$ cat src/design/ckx_pkg.sv
`timescale 1ns / 1ps
// ----------------------------------------------------------------------------
// ckx_pkg: shared types, constants and tables of the k-mer extractor
// Alphabet lookup, c*log2(c) table and register index codes.
// ----------------------------------------------------------------------------
package ckx_pkg;

  localparam int SYMBOL_BITS  = 5;
  localparam int KMER_MAX_DEF = 12;
  localparam int ENT_FRAC_DEF = 16;
  localparam int ALPHA_COUNT  = 20;
  localparam int TABLE_FRAC   = 20;

  // configuration port
  localparam int CFG_W     = 17;
  localparam int CFG_IDX_W = 3;

  localparam logic [CFG_IDX_W-1:0] CFG_KMER_LENGTH   = 3'd0;
  localparam logic [CFG_IDX_W-1:0] CFG_ALPHABET_MODE = 3'd1;
  localparam logic [CFG_IDX_W-1:0] CFG_LOWERCASE     = 3'd2;
  localparam logic [CFG_IDX_W-1:0] CFG_BOTH_STRANDS  = 3'd3;
  localparam logic [CFG_IDX_W-1:0] CFG_ENTROPY_LOW   = 3'd4;
  localparam logic [CFG_IDX_W-1:0] CFG_ENTROPY_HIGH  = 3'd5;

  localparam logic [3:0]  KLEN_RST     = 4'd10;
  localparam logic [16:0] ENT_HIGH_RST = 17'h10000;

  // special bytes
  localparam logic [7:0] CH_GT = 8'h3E;  // header marker
  localparam logic [7:0] CH_NL = 8'h0A;
  localparam logic [7:0] CH_LA = 8'h61;
  localparam logic [7:0] CH_LZ = 8'h7A;
  localparam logic [7:0] CASE_OFS = 8'h20;

  typedef enum logic [1:0] {
    ALPHA_NUC   = 2'd0,
    ALPHA_RY    = 2'd1,
    ALPHA_AMINO = 2'd2
  } alpha_mode_e;

  typedef struct packed {
    logic [3:0]  k;      // effective window length
    alpha_mode_e mode;   // normalised alphabet
    logic        lower;  // fold lowercase
  } ckx_cfg_t;

  typedef struct packed {
    logic       hit;
    logic [4:0] code;
  } sym_t;

  function automatic sym_t lookup(input logic [7:0] ch, input alpha_mode_e mode);
    sym_t s;
    s.hit  = 1'b1;
    s.code = 5'd0;
    case (mode)
      ALPHA_RY: begin
        case (ch)
          "A", "G", "R": s.code = 5'd0;
          "C", "T", "Y": s.code = 5'd1;
          default:       s.hit  = 1'b0;
        endcase
      end
      ALPHA_AMINO: begin
        case (ch)
          "A": s.code = 5'd0;
          "C": s.code = 5'd1;
          "D": s.code = 5'd2;
          "E": s.code = 5'd3;
          "F": s.code = 5'd4;
          "G": s.code = 5'd5;
          "H": s.code = 5'd6;
          "I": s.code = 5'd7;
          "K": s.code = 5'd8;
          "L": s.code = 5'd9;
          "M": s.code = 5'd10;
          "N": s.code = 5'd11;
          "P": s.code = 5'd12;
          "Q": s.code = 5'd13;
          "R": s.code = 5'd14;
          "S": s.code = 5'd15;
          "T": s.code = 5'd16;
          "V": s.code = 5'd17;
          "W": s.code = 5'd18;
          "Y": s.code = 5'd19;
          default: s.hit = 1'b0;
        endcase
      end
      default: begin
        case (ch)
          "A": s.code = 5'd0;
          "C": s.code = 5'd1;
          "G": s.code = 5'd2;
          "T": s.code = 5'd3;
          default: s.hit = 1'b0;
        endcase
      end
    endcase
    return s;
  endfunction

  // c*log2(c) in Q.20
  function automatic int clog_q20(input int c);
    int v;
    case (c)
      2:       v = 2097152;
      3:       v = 4985861;
      4:       v = 8388608;
      5:       v = 12173590;
      6:       v = 16263178;
      7:       v = 20606075;
      8:       v = 25165824;
      9:       v = 29915166;
      10:      v = 34832941;
      11:      v = 39902247;
      12:      v = 45109268;
      default: v = 0;
    endcase
    return v;
  endfunction

  // Q.20 to Q.f, round to nearest
  function automatic int to_frac(input int x, input int f);
    int s;
    s = TABLE_FRAC - f;
    if (s == 0) return x;
    return (x + (1 << (s - 1))) >>> s;
  endfunction

  function automatic int clog_at(input int c, input int f);
    return to_frac(clog_q20(c), f);
  endfunction

  // T[c] - T[c-1]
  function automatic int clog_step(input int c, input int f);
    if (c < 1 || c > 12) return 0;
    return clog_at(c, f) - clog_at(c - 1, f);
  endfunction

  function automatic int log2_alpha(input alpha_mode_e mode, input int f);
    int v;
    case (mode)
      ALPHA_RY:    v = to_frac(1048576, f);
      ALPHA_AMINO: v = to_frac(4531870, f);
      default:     v = to_frac(2097152, f);
    endcase
    return v;
  endfunction

endpackage

$ cat src/design/ckx_entropy.sv
`timescale 1ns / 1ps
// ----------------------------------------------------------------------------
// ckx_entropy: entropy band check
// Bounds are turned into products with the denominator, so no divider.
// ----------------------------------------------------------------------------
module ckx_entropy #(
  parameter int KMER_MAX = ckx_pkg::KMER_MAX_DEF,
  parameter int ENT_FRAC = ckx_pkg::ENT_FRAC_DEF
) (
  input  logic                 clk_i,
  input  ckx_pkg::ckx_cfg_t    cfg_i,
  input  logic [16:0]          low_i,
  input  logic [16:0]          high_i,
  input  logic [ENT_FRAC+5:0]  clog_i,
  output logic                 pass_o
);
  import ckx_pkg::*;

  localparam int CLOG_W = ENT_FRAC + 6;
  localparam int E_W    = ENT_FRAC + 2;   // bound in entropy units
  localparam int D_W    = ENT_FRAC + 3 + $clog2(KMER_MAX + 1);   // k * log2(A)
  localparam int P_W    = E_W + D_W;
  localparam int SHL    = (ENT_FRAC >= 16) ? ENT_FRAC - 16 : 0;
  localparam int SHR    = (ENT_FRAC < 16) ? 16 - ENT_FRAC : 0;
  localparam int TW     = 18 + SHL;
  localparam logic [E_W-1:0] E_ONE = {2'b01, {ENT_FRAC{1'b0}}};

  logic [TW-1:0]     lo_t, hi_t;
  logic [E_W-1:0]    lo_e, hi_e;
  logic [D_W-1:0]    den_q;
  logic [P_W-1:0]    lo_prod_q, hi_prod_q;
  logic              lo_ok_q, hi_all_q;
  logic [CLOG_W-1:0] topk_q;
  logic [CLOG_W-1:0] num;
  logic [P_W-1:0]    num_sh;

  // e >= low and e <= high as bounds on the integer quotient
  always_comb begin
    lo_t = ((TW'(low_i) + TW'((1 << SHR) - 1)) << SHL) >> SHR;
    hi_t = (TW'(high_i) << SHL) >> SHR;
    lo_e = E_W'(lo_t);
    hi_e = E_W'(hi_t);
  end

  always_ff @(posedge clk_i) begin
    den_q     <= D_W'(int'(cfg_i.k) * log2_alpha(cfg_i.mode, ENT_FRAC));
    topk_q    <= CLOG_W'(clog_at(int'(cfg_i.k), ENT_FRAC));
    lo_ok_q   <= lo_e <= E_ONE;
    hi_all_q  <= hi_e >= E_ONE;
    lo_prod_q <= P_W'(lo_e) * P_W'(den_q);
    hi_prod_q <= (P_W'(hi_e) + P_W'(1)) * P_W'(den_q);
  end

  always_comb begin
    num    = (topk_q > clog_i) ? topk_q - clog_i : '0;
    num_sh = P_W'(num) << ENT_FRAC;
    pass_o = lo_ok_q && (num_sh >= lo_prod_q) && (hi_all_q || (num_sh < hi_prod_q));
  end

endmodule

$ cat config.mk
export PLATFORM = sky130hd
export DESIGN_NAME = ckx_entropy
export DESIGN_NICKNAME = d
export VERILOG_FILES = /design/src/design/ckx_pkg.sv /design/src/design/ckx_entropy.sv
export SDC_FILE = /design/constraint.sdc
export NUM_CORES = 2
export LEC_CHECK = 0
export BUFFER_PORTS_ARGS = -buffer_cell sky130_fd_sc_hd__buf_2
export CORE_ASPECT_RATIO = 1.75
export CORE_UTILIZATION = 55
export CTS_CLUSTER_DIAMETER = 100
export DETAILED_ROUTE_END_ITERATION = 8
export HOLD_SLACK_MARGIN = 0.1
export PLACE_DENSITY = 0.83
export SLEW_MARGIN = 20
export SYNTH_ARGS = -nofsm -noshare
export SYNTH_HDL_FRONTEND = slang
export SYNTH_SLANG_ARGS = --single-unit
$ cat constraint.sdc
create_clock -name clk_i -period 9.8 [get_ports clk_i]
set_clock_uncertainty 0.2 [all_clocks]
set_input_delay 2.94 -clock clk_i [delete_from_list [all_inputs] [get_ports clk_i]]
set_output_delay 2.94 -clock clk_i [all_outputs]
set_load 0.02 [all_outputs]
Yosys cells after proc, flatten, opt, wreduce, memory -nomap -nowiden
Memories as Yosys holds them, arrays and structs flattened.
Index checks and enable logic that the tools add are counted.
- logic and storage cells: 25
- latch bits: 0
- bits in read-only memories: 400
- register bits: 128
- memories kept: 1
- bits in writable memories: 0
- memory list (name ; words ; bits a word ; rd ports ; clocked after memory_dff ; wr ports ; line ; RTL):
    (no name shown) ; 16 ; 25 ; 1 ; 0 ; 0 ; ckx_pkg.sv:105 ; case (c)
- eq/ne operators: 2
- bitwise operators: 0
- shift operators: 0
- $add $sub $neg: 3
- $lt $le $gt $ge: 5
- muxes and demuxes: 2
- $mul: 3
- reduce and logical (&&, ||, !) cells: 3
- divide/modulo/power cells: 0
- operators with widths (operator ; count):
    $lt A38 B41 Y1 ; 1
    $mul A18 B23 Y41 ; 1
    $ge A38 B40 Y1 ; 1
    $mul A17 B23 Y40 ; 1
    $pmux W19 S2 ; 1
    $add A26 B5 Y26 const B ; 1
    $mul A4 B19 Y23 ; 1
    $gt A22 B22 Y1 ; 1
    $mux W22 ; 1
    $sub A22 B22 Y22 ; 1
    $add A17 B1 Y18 const B ; 1
    $ge A17 B17 Y1 const B ; 1
    $le A17 B17 Y1 const B ; 1
    $eq A2 B1 Y1 const B ; 1
    $eq A2 B2 Y1 const B ; 1
    $logic_and A1 B1 Y1 ; 2
    $logic_or A1 B1 Y1 ; 1

Longest topological paths before layout
- depth in word-level cells: 5
- depth in mapped cells: 30
- mapped depth without buffers: 28

Least setup slack after synthesis
Ideal clock, no wire load.
- path kind: input-to-output
- start point: input clog_i[0]
- end point: output pass_o
- slack: -0.388 ns
- arrival: 7.048 ns
- stages: 23
- buffers on the path: 1
- cell sequence: ha_1 inv_1 fa_1 a21o_1 a221oi_4 a211oi_2 o21ai_1 a41oi_1 o21ai_1 a21boi_1 o31ai_2 buf_4 nor2_1 ha_1 a21o_1 a21o_1 a21oi_1 o21ai_0 a221oi_1 o21ai_0 nand4_1 a31oi_1 a211oi_1
- longest elaborated chain between the ends: 5
- elaborated cells on any way between the ends: 8
- RTL lines (what ; line ; RTL):
    start: declaration ; ckx_entropy.sv:14 ; input logic [ENT_FRAC+5:0] clog_i,
    $sub A22 B22 Y22 or $gt A22 B22 Y1 (tied branches) ; ckx_entropy.sv:55 ; num = (topk_q > clog_i) ? topk_q - clog_i : '0;
    $mux W22 * ; ckx_entropy.sv:55 ;
    $lt A38 B41 Y1 or $ge A38 B40 Y1 (tied branches) ; ckx_entropy.sv:57 ; pass_o = lo_ok_q && (num_sh >= lo_prod_q) && (hi_all_q || (num_sh < hi_prod_q));
    $logic_or A1 B1 Y1 or $logic_and A1 B1 Y1 (tied branches) ; ckx_entropy.sv:57 ;
    $logic_and A1 B1 Y1 * ; ckx_entropy.sv:57 ;
    end: declaration ; ckx_entropy.sv:15 ; output logic pass_o
Mark *: on every way between the ends. The rest lies on a longest branch, timed or not.

Worst setup path in the final report
Ends and elaborated chain as after synthesis.

==> impl_metrics.csv <==
group,metric,value,unit
run_status,status,"finished, violations left",
run_status,violations,"design-rule violations, negative setup slack",
finish,area_delta_synth_final,10.8,%
floorplanning,io_pins,65,
finish,post-route-util,61.6,%
synth,synth_nets,4630,
cts,root_buffer,"clkbuf_16",
global_routing,antenna_found_initial,7,
critical_path,crit_slowest_cell,"fa_2",
sta,finalSetupViolCount,1,
pwr,peakVddDrop,407,uV
routing,drtIter0Drc,1485,
sta,fmaxAchievable,95.1,MHz
floorplanning,initial_utilization,55.5,%
sta,period_share,107,%
global_routing,grt_pass1_wl,134000,um
finish,nNetsFinal,4791,
cts,clockBufferDepth,2,
sta,worst_slack,-0.720,ns
global_routing,grt_pass1_vias,28000,
cts,insertion_delay,0.45,ns
hold_path,min_path_cells,2,
synth,ys_top_cells_by_area,"fa_1 40%, ha_1 13%, inv_1 9.7%",
critical_path,worst-setup-path-type,"in -> out",
hold_path,worstHoldPathType,"reg -> reg",
routing,drc,4,
place,place.gp.congestion,0.944,
global_routing,grt_max_degree,36,
sta,hold_violations,0,
routing,ant_nets,0,
routing,route.detailed.wl_per_inst,18.5,um
place,io_buffers,63,
pwr,power_frac_comb,86.2,%
synth,ys.warnings.count,0,
finish,drive_gt1_share,10.8,%
critical_path,crit_fanout,2,
place,hpwl,64500,um
cts,cts_max_level,4,
critical_path,critPathTopFamily,"compound AO/OA/AOI/OAI gates",
floorplanning,die_h,317,um
cts,clk_pin_slew,0.06,ns
pwr,p_seq_share,8.0,%
sta,fin_crit,10.52,ns
sta,tightestPinTransition,1.21,ns
synth,synthDistinctLibCells,69,
routing,via_per_inst,5.67,
synth,synthFlopType,"dfxtp_1",
pwr,internal_power,0.00524,W
finish,layout.cells.non_filler,4488,
job,drv_cap,0,
floorplanning,design.die.area,57700,um^2
pwr,power_density,310,nW/um^2
synth,syn_area,31200,um^2
floorplanning,rows,115,
sta,tns,-0.720,ns
synth,syn_inst,3610,
synth,synthArstFlopShare,0,%
routing,dr.pass1.iters,9,
critical_path,cp-start-kind,"input pin",
routing,via_count,25400,
cts,cts_tree,"done",
pwr,p_sw_share,51.1,%
synth,synth.avg_cell_area,8.63,um^2
pwr,leakage,18.1,nW
critical_path,cp.arrival,7.38,ns
routing,routed_wl,83000,um
cts,cts_buffers,17,
floorplanning,core_region_area,56100,um^2
synth,yosysSeqAreaShare,8.03,%
global_routing,overflow,0,
floorplanning,die_x,182,um
place,dp.cells,4429,
critical_path,worst-path-stages,27,
sta,maxSlewHeadroom,19.0,%
synth,synth_edf_count,0,
sta,slew_violations,0,
critical_path,crit_required,6.66,ns
sta,rsz0062_at_grt,"true",
synth,synth_top_area_cell,"fa_1",
critical_path,end_kind,"output port",
synth,synth-seq-cells,125,
critical_path,worst-path-buf-inv,6,
global_routing,grt_usage,30.0,%
critical_path,rr_worst_depth,22,
pwr,pwr-share-clk,5.8,%
cts,cts.sink_count,125,
critical_path,cp_slowest_stage_delay,0.38,ns
pwr,power.net_switching,0.00548,W
synth,yosys.area.top_type_share,40.1,%
[tightest hold or removal path, delay by kind of cell, from the launching register on]
| family | cells | cell delay (ns) |
|---|---|---|
| buffers and inverters | 1 | 0.32 |
| DFF | 1 | 0.41 |
| and+or+nand+nor | 1 | 0.19 |
[registers in the layout, indices dropped and copies added (netlist names)]
register and cells:
lo_ok_q 1, hi_all_q 1, topk_q 22, hi_prod_q 40, lo_prod_q 39, den_q 22
[what timing repair did]
action / 4_1_cts / 5_1_grt
buffers inserted: 12 / 11
endpoints found under the hold margin: 0 / 0
pin swaps: 17 / 38
hold buffers: 0 / 0
resized for setup: 15 / 50
gates cloned: 0 / 2
endpoints found under the setup margin: 1 / 10
[area by class of cell]
cell class / instances / area (um^2)
inverters: 810 / 3040
flip-flops and latches: 125 / 2510
multi-input cells: 2507 / 25300
diodes: 3 / 7.51
fillers: 4351 / 21600
clock inverters: 12 / 113
repair buffers: 310 / 2260
clock buffers: 19 / 443
well taps: 702 / 878
[path summary, 6_finish.rpt]
| check | slack (ns) | endpoint | start |
|---|---|---|---|
| worst min-delay path | 0.79 | hi_prod_q[1] | den_q[1] |
| worst max register to register | 2.04 | lo_prod_q[35] | den_q[10] |
| worst min register to register | 0.79 | hi_prod_q[1] | den_q[1] |
| worst max-delay path | -0.72 | pass_o | clog_i[0] |
[synth_stat cells (3+ instances only)]
master,n
o31ai_1,4
nor2b_1,28
a41oi_1,5
o21bai_1,20
nor4_1,12
a211oi_1,9
clkbuf_1,161
and4_1,3
o2111ai_1,4
xor2_1,44
nor2_1,86
nand2_1,601
and2_1,256
buf_2,5
a31oi_1,11
nand3_1,36
nand2b_1,16
inv_1,809
ha_1,332
dfxtp_1,125
nor3b_1,3
a21oi_1,106
a221o_1,3
o21a_1,10
fa_1,624
nand4_1,21
and3_1,16
xnor2_1,70
o21ai_0,58
a21o_1,45
o21ai_1,4
nor3_1,22
o211ai_1,11
[stage by stage]
step	total power, W	hold slack (ns)	cell area [um^2]	worst slack (ns)
floorplan	0.00695	0.302	31200	-0.205
global placement	0.00932	0.745	33500	-0.816
detailed placement	0.00963	0.754	33500	-0.914
CTS	0.0104	0.768	34200	-0.711
global route	0.0118	0.778	34500	-0.965
finish	0.0107	0.792	34500	-0.720
[power by group through the flow]
| stage | registers (W) | logic (W) | clock network, W |
|---|---|---|---|
| 3_5_place_dp | 0.000858 | 0.00877 | 0 |
| 4_1_cts | 0.000849 | 0.00891 | 0.000621 |
| 3_3_place_gp | 0.000852 | 0.00847 | 0 |
| 2_1_floorplan | 0.000816 | 0.00614 | 0 |
| 5_1_grt | 0.000865 | 0.0103 | 0.000650 |
| 6_report | 0.000853 | 0.00923 | 0.000623 |
[layer usage]
| layer | GRT usage, % | share of wire (%) |
|---|---|---|
| met1 | 29.3 | 32 |
| met2 | 55.3 | 53 |
| met3 | 5.43 | 6.3 |
| met4 | 24.7 | 8.7 |
| met5 | 0 | 0.070 |
[cell families (layout without fill, tap and decap cells)]
| logic type | Yosys count | in the layout | synth area share, % |
|---|---|---|---|
| and+or+nand+nor | 1115 | 1115 | 16.8 |
| buffers and inverters | 978 | 1151 | 11.8 |
| adders and majority gates | 956 | 956 | 53.4 |
| AOI/OAI and AO/OA | 320 | 320 | 6.72 |
| DFF | 125 | 125 | 8.03 |
| xor gates and xnor gates | 114 | 114 | 3.20 |
| muxes | 2 | 2 | 0.0642 |
| other | 0 | 3 | 0 |
[layout by cell type, fill, tap and decap left out, types with 4 or more instances in the layout]
master / netlist / routed
o211ai_1: 11 / 11
nor2_2: 0 / 5
nand2_1: 601 / 601
nor2b_1: 28 / 28
buf_12: 0 / 5
o31ai_1: 4 / 4
nor2_1: 86 / 77
nand3_1: 36 / 35
buf_6: 0 / 8
a31oi_1: 11 / 9
a21o_1: 45 / 45
ha_1: 332 / 324
and2_1: 256 / 256
xor2_1: 44 / 42
nand2b_1: 16 / 16
o21ai_0: 58 / 56
and3_1: 16 / 15
a21oi_1: 106 / 104
dfxtp_1: 125 / 122
inv_1: 809 / 808
ha_4: 0 / 6
o21a_1: 10 / 10
nor4_1: 12 / 11
buf_2: 5 / 62
clkbuf_16: 0 / 17
nor3_1: 22 / 20
buf_4: 2 / 235
fa_2: 0 / 4
o21ai_2: 1 / 4
a211oi_1: 9 / 7
o21bai_1: 20 / 20
nand4_1: 21 / 21
fa_1: 624 / 620
nor2_4: 0 / 4
xnor2_1: 70 / 68
Note: power is estimated with default switching activity, not from simulation.
